--- src/sdsp_pkg.sv ---
// shared types and constants for the segment descriptor slot pool
package sdsp_pkg;

    localparam logic       CMD_ALLOC     = 1'b0;
    localparam logic       CMD_FREE      = 1'b1;

    localparam logic [1:0] STATUS_ALLOC  = 2'd0;
    localparam logic [1:0] STATUS_FULL   = 2'd1;
    localparam logic [1:0] STATUS_FREED  = 2'd2;

    localparam logic [31:0] DEFAULT_LIMIT = 32'h000F_FFFF;
    localparam logic [7:0]  ACCESS_BYTE   = 8'hF2;
    localparam logic [3:0]  FLAG_NIBBLE   = 4'hC;
    localparam logic [15:0] SEL_FIRST     = 16'h0040;
    // lowest selector that still truncates to slot zero
    localparam logic [15:0] SEL_ROUND_LO  = 16'h0039;

    typedef struct packed {
        logic        cmd;
        logic [31:0] seg_base;
        logic [31:0] seg_limit;
        logic [15:0] free_selector;
    } req_t;

    typedef struct packed {
        logic [1:0]  status;
        logic [7:0]  out_selector;
        logic [63:0] descriptor;
    } rsp_t;

    typedef struct packed {
        logic load;
        logic drain;
    } ctl_cmd_t;

    typedef struct packed {
        logic result_held;
    } ctl_stat_t;

endpackage

--- src/sdsp_ctrl.sv ---
// handshake controller: owns the result register's valid state
module sdsp_ctrl (
    input  logic                clk,
    input  logic                rst_n,
    input  logic                req_valid,
    output logic                req_stall,
    output logic                rsp_valid,
    input  logic                rsp_stall,
    output sdsp_pkg::ctl_cmd_t  ctl_cmd,
    input  sdsp_pkg::ctl_stat_t ctl_stat
);
    import sdsp_pkg::*;

    typedef enum logic {
        ST_EMPTY,
        ST_HOLD
    } state_t;

    state_t state_reg;
    state_t state_next;
    logic   accept;

    // the result register may be refilled in the same cycle it drains
    assign req_stall    = (state_reg == ST_HOLD) && rsp_stall;
    assign accept       = req_valid && !req_stall;
    assign rsp_valid    = (state_reg == ST_HOLD);
    assign ctl_cmd      = '{load: accept, drain: rsp_valid && !rsp_stall};

    always_comb
    begin
        state_next = state_reg;
        case (state_reg)
            ST_EMPTY:
            begin
                if (accept)
                    state_next = ST_HOLD;
            end
            ST_HOLD:
            begin
                if (!rsp_stall && !accept)
                    state_next = ST_EMPTY;
            end
            default:
            begin
                state_next = ST_EMPTY;
            end
        endcase
    end

    always_ff @(posedge clk or negedge rst_n)
    begin
        if (!rst_n)
            state_reg <= ST_EMPTY;
        else
            state_reg <= state_next;
    end

    a_accept_gives_result: assert property (@(posedge clk) disable iff (!rst_n)
        accept |=> rsp_valid)
        else $error("accepted beat produced no result");

    a_full_blocks_input: assert property (@(posedge clk) disable iff (!rst_n)
        (rsp_valid && rsp_stall) |-> req_stall)
        else $error("input taken while result is stuck");

    a_datapath_agrees: assert property (@(posedge clk) disable iff (!rst_n)
        rsp_valid == ctl_stat.result_held)
        else $error("datapath and controller disagree on held result");

endmodule

--- src/sdsp_datapath.sv ---
// slot bitmap, first-free search, descriptor build and result register
module sdsp_datapath #(
    parameter int POOL_SLOTS = 16
) (
    input  logic                clk,
    input  logic                rst_n,
    input  sdsp_pkg::req_t      req,
    output sdsp_pkg::rsp_t      rsp,
    input  sdsp_pkg::ctl_cmd_t  ctl_cmd,
    output sdsp_pkg::ctl_stat_t ctl_stat
);
    import sdsp_pkg::*;

    localparam int IDX_W = (POOL_SLOTS > 1) ? $clog2(POOL_SLOTS) : 1;

    logic [POOL_SLOTS-1:0] used_reg;
    logic [POOL_SLOTS-1:0] used_next;
    rsp_t                  rsp_reg;
    rsp_t                  rsp_next;
    logic                  held_reg;

    logic [IDX_W-1:0] free_idx;
    logic             have_free;
    logic [31:0]      lim_src;
    logic [19:0]      lim;
    logic [63:0]      desc;
    logic [15:0]      sel_off;
    logic [12:0]      rel_idx;
    logic             rel_hit;
    logic [7:0]       alloc_sel;

    // lowest clear bit of the bitmap
    always_comb
    begin
        free_idx  = '0;
        have_free = 1'b0;
        for (int i = POOL_SLOTS - 1; i >= 0; i--)
        begin
            if (!used_reg[i])
            begin
                free_idx  = IDX_W'(i);
                have_free = 1'b1;
            end
        end
    end

    assign lim_src = (req.seg_limit == '0) ? DEFAULT_LIMIT : req.seg_limit;
    assign lim     = lim_src[31:12];
    assign desc    = {req.seg_base[31:24], FLAG_NIBBLE, lim[19:16], ACCESS_BYTE,
                      req.seg_base[23:0], lim[15:0]};

    assign alloc_sel = 8'(SEL_FIRST) + 8'({free_idx, 3'b000});

    // truncating division: selectors just under the first one still name slot zero
    assign sel_off = req.free_selector - SEL_FIRST;
    always_comb
    begin
        rel_idx = '0;
        rel_hit = 1'b0;
        if (req.free_selector >= SEL_FIRST)
        begin
            rel_idx = sel_off[15:3];
            rel_hit = 1'b1;
        end
        else if (req.free_selector >= SEL_ROUND_LO)
        begin
            rel_idx = '0;
            rel_hit = 1'b1;
        end
        if (rel_idx >= 13'(POOL_SLOTS))
            rel_hit = 1'b0;
    end

    always_comb
    begin
        used_next = used_reg;
        rsp_next  = '0;
        if (req.cmd == CMD_ALLOC)
        begin
            if (have_free)
            begin
                used_next[free_idx]   = 1'b1;
                rsp_next.status       = STATUS_ALLOC;
                rsp_next.out_selector = alloc_sel;
                rsp_next.descriptor   = desc;
            end
            else
            begin
                rsp_next.status = STATUS_FULL;
            end
        end
        else
        begin
            if (rel_hit)
                used_next[rel_idx[IDX_W-1:0]] = 1'b0;
            rsp_next.status = STATUS_FREED;
        end
    end

    always_ff @(posedge clk or negedge rst_n)
    begin
        if (!rst_n)
        begin
            used_reg <= '0;
            held_reg <= 1'b0;
        end
        else if (ctl_cmd.load)
        begin
            used_reg <= used_next;
            held_reg <= 1'b1;
        end
        else if (ctl_cmd.drain)
        begin
            held_reg <= 1'b0;
        end
    end

    always_ff @(posedge clk or negedge rst_n)
    begin
        if (!rst_n)
            rsp_reg <= '0;
        else if (ctl_cmd.load)
            rsp_reg <= rsp_next;
    end

    assign rsp = rsp_reg;
    assign ctl_stat.result_held = held_reg;

endmodule

--- src/segment_descriptor_slot_pool_top.sv ---
// segment descriptor slot pool: allocate and free x86 data-segment slots
// an accepted request beat is registered, and its response beat is valid in the next cycle
// throughput: one request beat per cycle while the response is not stalled; the bitmap updates as each beat is taken
// the response register may drain and refill in the same cycle
// reset: rst_n clears the slot bitmap (all slots free) and the response valid
module segment_descriptor_slot_pool_top #(
    parameter int POOL_SLOTS = 16
) (
    input  logic           clk,
    input  logic           rst_n,
    input  logic           req_valid,
    output logic           req_stall,
    input  sdsp_pkg::req_t req,
    output logic           rsp_valid,
    input  logic           rsp_stall,
    output sdsp_pkg::rsp_t rsp
);
    import sdsp_pkg::*;

    ctl_cmd_t  ctl_cmd;
    ctl_stat_t ctl_stat;

    sdsp_ctrl u_ctrl (
        .clk       (clk),
        .rst_n     (rst_n),
        .req_valid (req_valid),
        .req_stall (req_stall),
        .rsp_valid (rsp_valid),
        .rsp_stall (rsp_stall),
        .ctl_cmd   (ctl_cmd),
        .ctl_stat  (ctl_stat)
    );

    sdsp_datapath #(
        .POOL_SLOTS (POOL_SLOTS)
    ) u_datapath (
        .clk      (clk),
        .rst_n    (rst_n),
        .req      (req),
        .rsp      (rsp),
        .ctl_cmd  (ctl_cmd),
        .ctl_stat (ctl_stat)
    );

endmodule
--- config.mk ---
export PLATFORM = sky130hd
export DESIGN_NAME = segment_descriptor_slot_pool_top
export DESIGN_NICKNAME = d
export VERILOG_FILES = /design/src/sdsp_pkg.sv /design/src/sdsp_ctrl.sv /design/src/sdsp_datapath.sv /design/src/segment_descriptor_slot_pool_top.sv
export SDC_FILE = /design/constraint.sdc
export NUM_CORES = 1
export LEC_CHECK = 0
export ABC_AREA = 1
export BUFFER_PORTS_ARGS = -buffer_cell sky130_fd_sc_hd__buf_2
export CAP_MARGIN = 10
export CORE_ASPECT_RATIO = 1.1
export CORE_MARGIN = 8
export CORE_UTILIZATION = 43
export DETAILED_ROUTE_END_ITERATION = 7
export PLACE_DENSITY_LB_ADDON = 0.12
export SYNTH_ARGS = -nofsm -noshare
export SYNTH_HDL_FRONTEND = slang
export SYNTH_SLANG_ARGS = --single-unit
--- constraint.sdc ---
create_clock -name clk -period 1.6 [get_ports clk]
set_input_delay 0.32 -clock clk [delete_from_list [all_inputs] [get_ports clk]]
set_output_delay 0.32 -clock clk [all_outputs]
set_load 0.02 [all_outputs]
# After elaboration in Yosys (flattened, before gate mapping)
# Index checks and enable logic that the tools add are counted.
[op_classes] n_bitwise=4 reduce_logical=11 mux=51 n_eq_ne=1 magnitude_cmp=7 n_addsub=2
[op_table] cell="72-bit 2-to-1 mux" n=2
[op_table] cell="4-bit 2-to-1 mux" n=16
[op_table] cell="16-bit 2-to-1 mux" n=3
[op_table] cell="32-bit zero test" n=1
[op_table] cell="32-bit 2-to-1 mux" n=1
[op_table] cell="1-bit 2-to-1 mux" n=24
[op_table] cell="16-bit bitwise AND" n=1
[op_table] cell="16-bit by 6-bit >= comparator with 1-bit output (second input constant)" n=1
[op_table] cell="16-bit by 7-bit >= comparator with 1-bit output (second input constant)" n=1
[op_table] cell="16-bit inverter" n=1
[op_table] cell="16-bit OR" n=1
[op_table] cell="16-bit by 7-bit subtractor with 16-bit output (second input constant)" n=1
[op_table] cell="13-bit by 5-bit >= comparator with 1-bit output (second input constant)" n=1
[op_table] cell="13-bit 2-to-1 mux" n=1
[op_table] cell="4-bit by 5-bit less-than comparator with 1-bit output (second input constant)" n=2
[op_table] cell="7-bit by 7-bit adder with 8-bit output (first input constant)" n=1
[op_table] cell="1-bit demux with 4-bit select" n=2
[op_table] cell="4-bit by 1-bit >= comparator with 1-bit output (second input constant)" n=2
[op_table] cell="1-bit logical AND" n=5
[op_table] cell="1-bit zero test" n=3
[op_table] cell="3-bit AND reduction" n=1
[op_table] cell="2-bit 2-to-1 mux" n=1
[op_table] cell="2-bit by 1-bit inequality test with 1-bit output (second input constant)" n=1
[op_table] cell="1-bit one-hot mux with 2 select lines" n=1
[op_table] cell="other kinds (2)" n=2
[totals] wordCells=81 out_inout_bits=76 in_bits=85 ff_bits=91

# Longest topological paths before layout
# Gate-level depths: netlist of the first run.
[depth] depth_word=23 ltp_mapped=18 mapped_depth_nobuf=18

# Hierarchy
# A second synthesis of the first run with hierarchy kept.
[unflattened] cells_unflattened=373 hier_area_um2=3611.0
[modules_own_cells] mod="sdsp_datapath" cells_per_inst=364 area_each_um2=3550.9 instances=1
[modules_own_cells] mod="sdsp_ctrl" cells_per_inst=9 area_each_um2=60.1 instances=1

# Worst setup path before layout of the first run
# OpenSTA, ideal clock, no wires.
[synth_path] path_type="input to register" from="in req[6] in the netlist's numbering" to="reg u_datapath.used_reg[13]" slack_ps=-216 arrival_time_ps=1697 stages=13 cell_sequence="inv_1 -> ha_1 -> inv_2 -> nor3_2 -> nand4_1 -> nor2_2 -> nand2_2 -> nand3_2 -> nand2_4 -> nor2_8 -> nand3_2 -> o21ai_1 -> nand2_1"
[synth_via] elab_chain_len=10
[synth_lines] element="start: declaration" line_no="segment_descriptor_slot_pool_top.sv:13" source="input sdsp_pkg::req_t req,"
[synth_lines] element="16-bit by 7-bit subtractor with 16-bit output or 16-bit by 7-bit >= comparator with 1-bit output (tied branches)" line_no="sdsp_datapath.sv:55, sdsp_datapath.sv:60"
[synth_lines] element="13-bit 2-to-1 mux" line_no="sdsp_datapath.sv:60" source="if (req.free_selector >= SEL_FIRST)"
[synth_lines] element="4-bit by 5-bit less-than comparator with 1-bit output (not written as such) or 4-bit by 1-bit >= comparator with 1-bit output (tied branches)" line_no="sdsp_datapath.sv:95" source="used_next[rel_idx[IDX_W-1:0]] = 1'b0;"
[synth_lines] element="1-bit logical AND (not written as such)" line_no="sdsp_datapath.sv:95"
[synth_lines] element="1-bit 2-to-1 mux (not written as such)" line_no="sdsp_datapath.sv:95"
[synth_lines] element="1-bit demux with 4-bit select"
[synth_lines] element="16-bit inverter (no line)"
[synth_lines] element="16-bit bitwise AND (no line)"
[synth_lines] element="16-bit 2-to-1 mux" line_no="sdsp_datapath.sv:94" source="if (rel_hit)"
[synth_lines] element="16-bit 2-to-1 mux" line_no="sdsp_datapath.sv:78" source="if (req.cmd == CMD_ALLOC)"
[synth_lines] element="end signal: assignment" line_no="sdsp_datapath.sv:109" source="used_reg <= used_next;"
[synth_lines] element="end: declaration" line_no="sdsp_datapath.sv:16" source="logic [POOL_SLOTS-1:0] used_reg;"
# Parallel ways exist; a longest one is shown, timed or not. The select of a mux whose other input is x is not followed.
# A chain may end at the register's enable or synchronous reset.

# Worst setup path in the final report of the first run
[layout_path] from="reg u_datapath.used_reg[2]" to="reg u_datapath.used_reg[13]"
[layout_via] elab_chain_len=10
[layout_lines] element="4-bit 2-to-1 mux (3 in a row)" line_no="sdsp_datapath.sv:39" source="if (!used_reg[i])"
[layout_lines] element="4-bit by 5-bit less-than comparator with 1-bit output (not written as such) or 4-bit by 1-bit >= comparator with 1-bit output (tied branches)" line_no="sdsp_datapath.sv:82" source="used_next[free_idx] = 1'b1;"
[layout_lines] element="1-bit logical AND (not written as such)" line_no="sdsp_datapath.sv:82"
[layout_lines] element="1-bit 2-to-1 mux (not written as such)" line_no="sdsp_datapath.sv:82"
[layout_lines] element="1-bit demux with 4-bit select"
[layout_lines] element="16-bit OR (no line)"
[layout_lines] element="16-bit 2-to-1 mux" line_no="sdsp_datapath.sv:80" source="if (have_free)"
[layout_lines] element="16-bit 2-to-1 mux" line_no="sdsp_datapath.sv:78"
# Parallel ways exist; a longest one is shown, timed or not. The select of a mux whose other input is x is not followed.

==> results of run 1 <==
[metal layers]
metal  global-route usage  wire length (um)
met1                0.210              4640
met2                0.330              6080
met3               0.0530               684
met4               0.0505               131
met5                    0                 0
[power by group through the flow]
| stage | sequential, W | combinational (W) | clock (W) |
|---|---|---|---|
| 2_1_floorplan | 0.00262 | 0.000646 | 0 |
| 3_3_place_gp | 0.00236 | 0.00175 | 0 |
| 3_5_place_dp | 0.00237 | 0.00178 | 0 |
| 4_1_cts | 0.00234 | 0.00185 | 0.00153 |
| 5_1_grt | 0.00238 | 0.00215 | 0.00164 |
| 6_report | 0.00235 | 0.00199 | 0.00150 |
[worst max path at each step]
stage	to	slack, ns	cells past startpoint
2_1_floorplan	u_datapath.used_reg[13]	-0.14	13
3_5_place_dp	u_datapath.used_reg[13]	-0.37	14
6_report	u_datapath.used_reg[13]	-0.05	10
3_3_place_gp	u_datapath.used_reg[9]	-0.28	14
4_1_cts	u_datapath.used_reg[13]	-0.01	10
5_1_grt	u_datapath.used_reg[1]	-0.14	14
[layout by cell type (no fill, tap or decap), types with 3 or more instances in the layout]
cell type / n
sky130_fd_sc_hd__conb_1: 8
sky130_fd_sc_hd__nand2_4: 5
sky130_fd_sc_hd__nor2_1: 22
sky130_fd_sc_hd__nand3_2: 3
sky130_fd_sc_hd__inv_2: 5
sky130_fd_sc_hd__nor2_2: 4
sky130_fd_sc_hd__nor4_1: 8
sky130_fd_sc_hd__buf_4: 60
sky130_fd_sc_hd__buf_2: 150
sky130_fd_sc_hd__buf_6: 3
sky130_fd_sc_hd__o21ai_0: 54
sky130_fd_sc_hd__nor2_4: 6
sky130_fd_sc_hd__nand3_1: 7
sky130_fd_sc_hd__nor4_2: 3
sky130_fd_sc_hd__inv_1: 57
sky130_fd_sc_hd__nand3_4: 3
sky130_fd_sc_hd__clkbuf_8: 10
sky130_fd_sc_hd__nand4_1: 15
sky130_fd_sc_hd__nand2_2: 13
sky130_fd_sc_hd__buf_12: 3
sky130_fd_sc_hd__o21ai_1: 19
sky130_fd_sc_hd__dfrtp_1: 77
sky130_fd_sc_hd__nand2_1: 97
[cell families (layout without fill, tap and decap cells)]
group,count (synthesis),after routing,synth area share
other,1,8,0.00101
AO/OA/AOI/OAI,84,84,0.119
adder cells (fa/ha/maj),3,3,0.0101
AND/OR/NAND/NOR,191,191,0.244
buffers and inverters,91,300,0.108
flip-flops,77,77,0.517
[synth_stat cells, drive strengths merged]
library cell	number	share of area
nor2	33	0.041
buf	19	0.036
nand3b	1	0.0020
dfrtp	77	0.52
a21oi	3	0.0071
clkbuf	7	0.0071
o21ai	76	0.10
nor3	2	0.0040
conb	1	0.0010
nor4	12	0.025
o31ai	1	0.0020
o21bai	1	0.0020
ha	3	0.010
nand2	115	0.12
o22ai	1	0.0017
nand3	13	0.025
nand4	15	0.025
a31oi	2	0.0034
inv	64	0.064
clkinv	1	0.0010
[cell type report]
cell class,instances,area (um2)
fillers,763,2950
flip-flops and latches,77,1930
multi-input cells,286,1580
repair buffers,219,1360
inverters,65,250
clock buffers,11,141
well taps,111,139
clock inverters,5,60.1
[worst min-delay path, cell delays in order]
cell	delay, ns
sky130_fd_sc_hd__buf_2	0.09
sky130_fd_sc_hd__inv_1	0.03
sky130_fd_sc_hd__o21ai_0	0.07
[what timing repair did]
item | CTS | global route
pin swaps | 12 | 13
cloned | 0 | 2
setup endpoints to repair | 72 | 65
gates resized for setup | 23 | 23
endpoints found under the hold margin | 4 | 0
setup buffers | 6 | 4
hold buffers | 1 | 0
[through the flow]
step | setup TNS (ns) | instance area, um2
2_1_floorplan | -1.92 | 3770
3_3_place_gp | -5.60 | 4940
3_5_place_dp | -8.74 | 4940
4_1_cts | -0.00995 | 5280
5_1_grt | -1.67 | 5460
6_report | -0.0859 | 5460
==> summary.md, run 1 <==
| Metric | Value |
|---|---|
| Share of final-layout standard cells stronger than drive strength 1 | `0.431` |
| Diode count | `0` |
| Vias per cell | `between 4 and 5` |
| Clock sink total | `77` |
| # rows | `35` |
| Final critical-path share of the clock period | `1.03` |
| Shortest clock period the worst path allows after layout | `between 1.5 and 2 ns` |
| Area grow syn2layout | `46.5%` |
| Ports placed on the boundary | `around 160` |
| Highest clock frequency the design can meet | `about 610 MHz` |
| Worst Min Path Start | `req[54]` |
| Total number of vias | `3700` |
| Maximum number of pins on one net before global-route repair | `78` |
| Clock buffers created by TritonCTS | `9` |
| Final Instance Count excl. Fillers | `~770` |
| TritonRoute pass-1 iters | `4` |
| Sink of the worst hold path | `u_datapath.rsp[22]` |
| Delay-heaviest family, CP | `simple AND/OR/NAND/NOR gates` |
| Yosys warning count | `0` |
| Finished Core Util | `0.649` |
| Source of the worst register-to-register timing path | `u_datapath.used_reg[2]` |
| Overall die height | `~110 um` |
| Post-synthesis sequential element count | `77` |
| TritonCTS clock tree | `built` |
| DRC viols | `0` |
| Proportion of synthesized chip area in sequential cells | `0.517` |
| Starting utilization of the core area | `0.443` |
| Cell depth of the worst hold path | `3` |
| Aggregate global-route resource usage | `0.185` |
| Number of violations of the max-capacitance limit | `0` |
| Cell with the biggest individual delay on the critical path | `sky130_fd_sc_hd__dfrtp_1` |
| Clock latency reported for the late side of the worst-skew pair | `~0.35 ns` |
| Net Sw Power | `a little over 0.002 W` |
| Setup slack of the critical path after layout | `-0.0460 ns` |
| Worst setup slack after placement | `-0.373 ns` |
| Chip width | `~100 um` |
| Setup slack of the worst register-to-register path | `-0.05 ns` |
| Worst R2R End | `u_datapath.used_reg[13]` |
| Sequential Power Share | `0.402` |
| Placed Instances | `745` |
| Post-synthesis cell area | `about 0.0037 mm2` |
| Clock slew at reported path FFs | `0.08 ns` |
| R2r worst-path depth | `10` |
| Type of the most critical hold path | `in2reg` |
| Arrival time worst endpoint | `1.88 ns` |
| WP data required | `1.83 ns` |
| Wire length of the first global-routing pass | `between 15 and 20 mm` |
| Overflow left after global routing | `0` |
| Total power per unit cell area | `between 1000 and 1500 mW/mm2` |
| Internal | `around 0.0038 W` |
| Global placer's final weighted congestion | `just over 0.9` |
| Per-cell routed wire length | `approximately 15 um` |
| Overall die area | `roughly 0.012 mm2` |
| CP Max Fanout | `6` |
| Worst clock skew | `0.0103 ns` |
| # port buffers | `between 150 and 200` |
| H-tree levels | `3` |
| Critical path launch point type | `flop` |
| Unique cell type count in the Yosys netlist | `33` |
| Combinational cell fraction of total power | `0.340` |
| Hold Fails Final Rpt | `0` |
| Run status | `complete, but fails checks` |
| Drt total wl | `approximately 12 mm` |
| Final setup violation count | `7` |
| Critical path launch point | `u_datapath.used_reg[2]` |
| Core outline area | `between 0.008 and 0.009 mm2` |
| Synthesized instance count | `~450` |
| Pwr Total | `just under 0.006 W` |
| Max VDD drop | `slightly below 1 mV` |
| Cell Chain, Critical Path | `nand2_2 > nor2_4 > nand2_4 > nor2_4 > a21oi_4 > nand2_4 > nor2_8 > nand3_2 > o21ai_1 > nand2_1` |
| Estimated wirelength of the detail-placed design | `approximately 8.5 mm` |
| Initial antenna violation count | `0` |
| Number of buffers on the longest clock path | `2` |
| Largest register FFs | `60` |
| Leakage | `roughly 3.0 nW` |
| Failing checks | `setup timing` |
| Violation count after the first detailed-routing iteration | `between 150 and 200` |
| CTS root buf | `sky130_fd_sc_hd__clkbuf_8` |
| Fin. max-slew vios | `0` |
| Share of total power consumed by net switching | `0.355` |
| Avg Cell Area, Syn | `8.33 um2` |
| Nets | `746` |
| Post-route ant nets | `0` |
| Clk pwr share | `0.258` |
| Vias in the first global route | `3733` |
| Crit. End Element | `flop` |
| Critical path class | `reg2reg` |
| Delay of the slowest cell on the worst path | `0.41 ns` |
| RSZ-0062 raised after global routing | `yes` |
| Hold Worst Slack | `~0.21 ns` |
| Count of buffering cells on the critical path with inverters included | `0` |
No activity file was read; power rests on OpenSTA's default activity.
==> inputs of run 2 (changes only) <==
- ABC_AREA: 1 -> 0
- CORE_UTILIZATION: 43 -> 42
- GPL_TIMING_DRIVEN: unset -> 0
==> summary.md, run 2 <==
| Metric | Value |
|---|---|
| Wire length of the first global-routing pass | `18.1 mm (unchanged)` |
| Metal2 WL | `5.75 mm (-5.3%)` |
| Per-cell routed wire length | `18.5 um (+24%)` |
| Worst-Margin Slew | `0.853 ns` |
| Highest clock frequency the design can meet | `547 MHz (-9.9%)` |
| Arrival time worst endpoint | `2.06 ns (+0.18 ns)` |
| Number of violations of the max-capacitance limit | `0 (unchanged)` |
| Core outline area | `0.00828 mm2 (-1.6%)` |
| Nets | `615 (-18%)` |
| Largest register FFs | `60 (unchanged)` |
| Estimated wirelength of the detail-placed design | `8.14 mm (-4.5%)` |
| Clock buffers created by TritonCTS | `9 (unchanged)` |
| Initial antenna violation count | `0 (unchanged)` |
| Critical path class | `in2reg` |
| Drt total wl | `11.9 mm (+3.0%)` |
| Total power per unit cell area | `1160 mW/mm2 (+8.8%)` |
| Setup total negative slack | `-7.92 ns (-7.83 ns)` |
| Cell with the most instances after synthesis | `sky130_fd_sc_hd__dfrtp_1` |
| Total non-filler cell area in the finished layout | `0.00551 mm2 (+0.99%)` |
| Yosys warning count | `0 (unchanged)` |
| Leading cell types in the layout, fill and taps excluded | `sky130_fd_sc_hd__buf_2 (149), sky130_fd_sc_hd__dfrtp_1 (73), sky130_fd_sc_hd__a22o_1 (49)` |
| Diode count | `0 (unchanged)` |
| Type of the most critical hold path | `in2reg` |
| Crit. End Element | `flop` |
| Worst clock skew | `0.0101 ns (-0.000195 ns)` |
| CTS root buf | `sky130_fd_sc_hd__clkbuf_8` |
| RSZ-0062 raised after global routing | `yes` |
| Fraction of synthesized area in multiplexers | `0 (unchanged)` |
| Share of final-layout standard cells stronger than drive strength 1 | `0.539 (+0.108)` |
| Sink of the worst hold path | `u_datapath.rsp[35]` |
| Final setup violation count | `72 (+65)` |
| Most frequent standard cell in the layout excluding fill and tap cells | `sky130_fd_sc_hd__buf_2` |
| Hold Fails Final Rpt | `0 (unchanged)` |
| Placed standard-cell area | `0.00456 mm2 (-7.7%)` |
| Hold Worst Slack | `0.179 ns (-0.0308 ns)` |
| Avg Cell Area, Syn | `11.1 um2 (+33%)` |
| DRC viols | `0 (unchanged)` |
| Area grow syn2layout | `56.0%` |
| Critical path launch point type | `primary input` |
| Overall die area | `0.0116 mm2 (-2.5%)` |
| # rows | `35 (unchanged)` |
| Run status | `complete, but fails checks` |
| Cell taking the most area after synthesis | `sky130_fd_sc_hd__dfrtp_1` |
| Unique cell type count in the Yosys netlist | `49 (+48%)` |
| Synthesized instance count | `319 (-29%)` |
| Setup slack of the worst register-to-register path | `-0.21 ns (-0.16 ns)` |
| Simple-Gate Fraction of Synth Area | `0.136 (-0.109)` |
| Clock latency reported for the late side of the worst-skew pair | `0.35 ns (about the same)` |
| Dominant cells by area after synthesis | `sky130_fd_sc_hd__dfrtp_1 (55%), sky130_fd_sc_hd__a22o_1 (12%), sky130_fd_sc_hd__nand2_1 (3.7%), sky130_fd_sc_hd__buf_4 (3.0%), sky130_fd_sc_hd__o21ai_0 (2.4%)` |
| Proportion of synthesized chip area in sequential cells | `0.546 (+0.0282)` |
| Global placer's final weighted congestion | `0.852 (-7.1%)` |
| Total number of vias | `3467 (-6.3%)` |
| Starting utilization of the core area | `0.427 (-0.0162)` |
| Pwr Total | `0.00641 W (+9.8%)` |
| Vias in the first global route | `3668 (-1.7%)` |
| H-tree levels | `3 (unchanged)` |
| Synthesized-area fraction occupied by ao, oa, aoi and oai cells | `0.248 (+0.129)` |
| Vias per cell | `5.39 (+13%)` |
| Share of synthesized cell area in full adder, half adder and majority cells | `0.0106 (+0.000550)` |
| Overall die height | `112 um (-1.3%)` |
| Fraction of synthesis flops using an asynchronous set or reset pin | `1.00 (unchanged)` |
| Cell depth of the worst hold path | `2 (-1)` |
| Chip width | `103 um (-1.2%)` |
| Post-synthesis cell area | `0.00353 mm2 (-5.2%)` |
| Worst Min Path Start | `req[67]` |
| TritonCTS clock tree | `built` |
| Failing checks | `setup timing` |
| Slew HR | `0.430` |
| Overflow left after global routing | `0 (unchanged)` |
| Xor-xnor portion of the synthesized cell area | `0 (unchanged)` |
| Fin. max-slew vios | `0 (unchanged)` |
| Max VDD drop | `0.574 mV (-42%)` |
| Post-synthesis sequential element count | `77 (unchanged)` |
| Leading register cell type out of synthesis | `sky130_fd_sc_hd__dfrtp_1` |
| Most common library cells after synthesis | `sky130_fd_sc_hd__dfrtp_1 (77), sky130_fd_sc_hd__a22o_1 (49), sky130_fd_sc_hd__nand2_1 (35)` |
| Worst R2R End | `u_datapath.used_reg[12]` |
| R2r worst-path depth | `5 (-5)` |
| Top metal layer carrying routed signals | `met4` |
| Layout fillers | `666 (-13%)` |
| Number of buffers on the longest clock path | `2 (unchanged)` |
| Source of the worst register-to-register timing path | `u_ctrl.rsp_valid` |
| Leakage | `2.75 nW (-8.3%)` |
| Maximum number of pins on one net before global-route repair | `49 (-37%)` |
| TritonRoute pass-1 iters | `4 (unchanged)` |
| Share of Yosys cell area claimed by the top area cell type | `0.546 (+0.0282)` |
| Clock slew at reported path FFs | `0.09 ns (about the same)` |
| Shortest clock period the worst path allows after layout | `1.83 ns (+0.181 ns)` |
| Aggregate global-route resource usage | `0.197 (+0.0120)` |
| WP data required | `1.83 ns (about the same)` |
| Met3 wire len | `1.05 mm (+54%)` |
| Post-synth EDFFs | `0 (unchanged)` |
| Post-route ant nets | `0 (unchanged)` |
| Violation count after the first detailed-routing iteration | `145 (-5.2%)` |
| Final critical-path share of the clock period | `1.14 (+0.113)` |
| Combinational family with the most area after synthesis | `compound AO/OA/AOI/OAI gates` |
| Met1 Wirelength | `4.78 mm (+3.0%)` |
| Setup slack of the critical path after layout | `-0.227 ns (-0.181 ns)` |
| Ports placed on the boundary | `161 (unchanged)` |
| CP Max Fanout | `10 (+4)` |
| # port buffers | `152 (unchanged)` |
| Clock sink total | `77 (unchanged)` |
## run 2: cell count changes in the layout (fill, tap and decap cells not counted), moves of 13 or more
cell | before | now
sky130_fd_sc_hd__buf_4 | 60 | 41
sky130_fd_sc_hd__inv_1 | 57 | 7
sky130_fd_sc_hd__nor2_1 | 22 | 6
sky130_fd_sc_hd__nand2_1 | 97 | 32
sky130_fd_sc_hd__a22o_1 | 0 | 49
sky130_fd_sc_hd__o21ai_0 | 54 | 5
sky130_fd_sc_hd__o21ai_1 | 19 | 6
## run 2: how the worst max path moves through the flow
| stage | from | to | slack (ns) | cells past startpoint |
|---|---|---|---|---|
| after floorplan | req[6] | u_datapath.used_reg[12] | -0.36 | 8 |
| after global placement | req[6] | u_datapath.used_reg[12] | -0.69 | 8 |
| after detailed placement | req[6] | u_datapath.used_reg[12] | -0.68 | 8 |
| after CTS | u_ctrl.rsp_valid | u_datapath.used_reg[10] | -0.20 | 5 |
| after global routing | u_ctrl.rsp_valid | u_datapath.used_reg[10] | -0.25 | 5 |
| final | req[6] | u_datapath.used_reg[12] | -0.23 | 9 |
## run 2: report_power, final
| group | switching (W) | internal [W] |
|---|---|---|
| clock network | 0.000763 | 0.000897 |
| registers | 0.000276 | 0.00226 |
| logic | 0.00130 | 0.000917 |
| total | 0.00234 | 0.00407 |
## run 2: metal layers
metal	up-vias	track usage
met5	-	0
met4	0	0.0802
met1	1676	0.244
li1	1618	-
met2	148	0.323
met3	25	0.0384
## run 2: cell type report
cell class                 instances  area [um2]  share of cell area
buffer                            28         258              0.0468
sequential                        77        1930               0.351
inverter                           8        37.5             0.00681
timing repair buffer             192        1200               0.218
clock inverter                     7         103              0.0186
clock buffer                       9         124              0.0225
multi-input combinational        211        1710               0.311
tap                              111         139              0.0252
## run 2: worst max-delay path: stages
cell and delay (ns):
sky130_fd_sc_hd__buf_8 0.08, sky130_fd_sc_hd__clkbuf_16 0.13, sky130_fd_sc_hd__inv_8 0.03, sky130_fd_sc_hd__ha_4 0.16
sky130_fd_sc_hd__and4_4 0.14, sky130_fd_sc_hd__buf_6 0.15, sky130_fd_sc_hd__or4_4 0.49, sky130_fd_sc_hd__or3_1 0.35
sky130_fd_sc_hd__a22o_1 0.20
## run 2: stage by stage
stage,setup slack (ns),utilization,instances
after CTS,-0.204,0.640,637
after global routing,-0.253,0.666,643
after global placement,-0.686,0.547,589
final,-0.227,0.666,643
after floorplan,-0.363,-,326
after detailed placement,-0.681,0.551,590
## run 2: repair_timing
action	CTS	global route
pin swaps	20	19
hold buffers	1	0
cloned	6	0
endpoints found under the hold margin	29	0
gates resized for setup	62	38
endpoints found under the setup margin	72	76
buffers inserted	26	6
## run 2: logic make-up (layout without fill, tap and decap cells)
| kind of cell | count (synthesis) | after routing |
|---|---|---|
| AND/OR/NAND/NOR | 89 | 89 |
| buffers and inverters | 38 | 244 |
| adder cells (fa/ha/maj) | 3 | 3 |
| AO/OA/AOI/OAI | 111 | 111 |
| other | 1 | 8 |
| flip-flops | 77 | 77 |
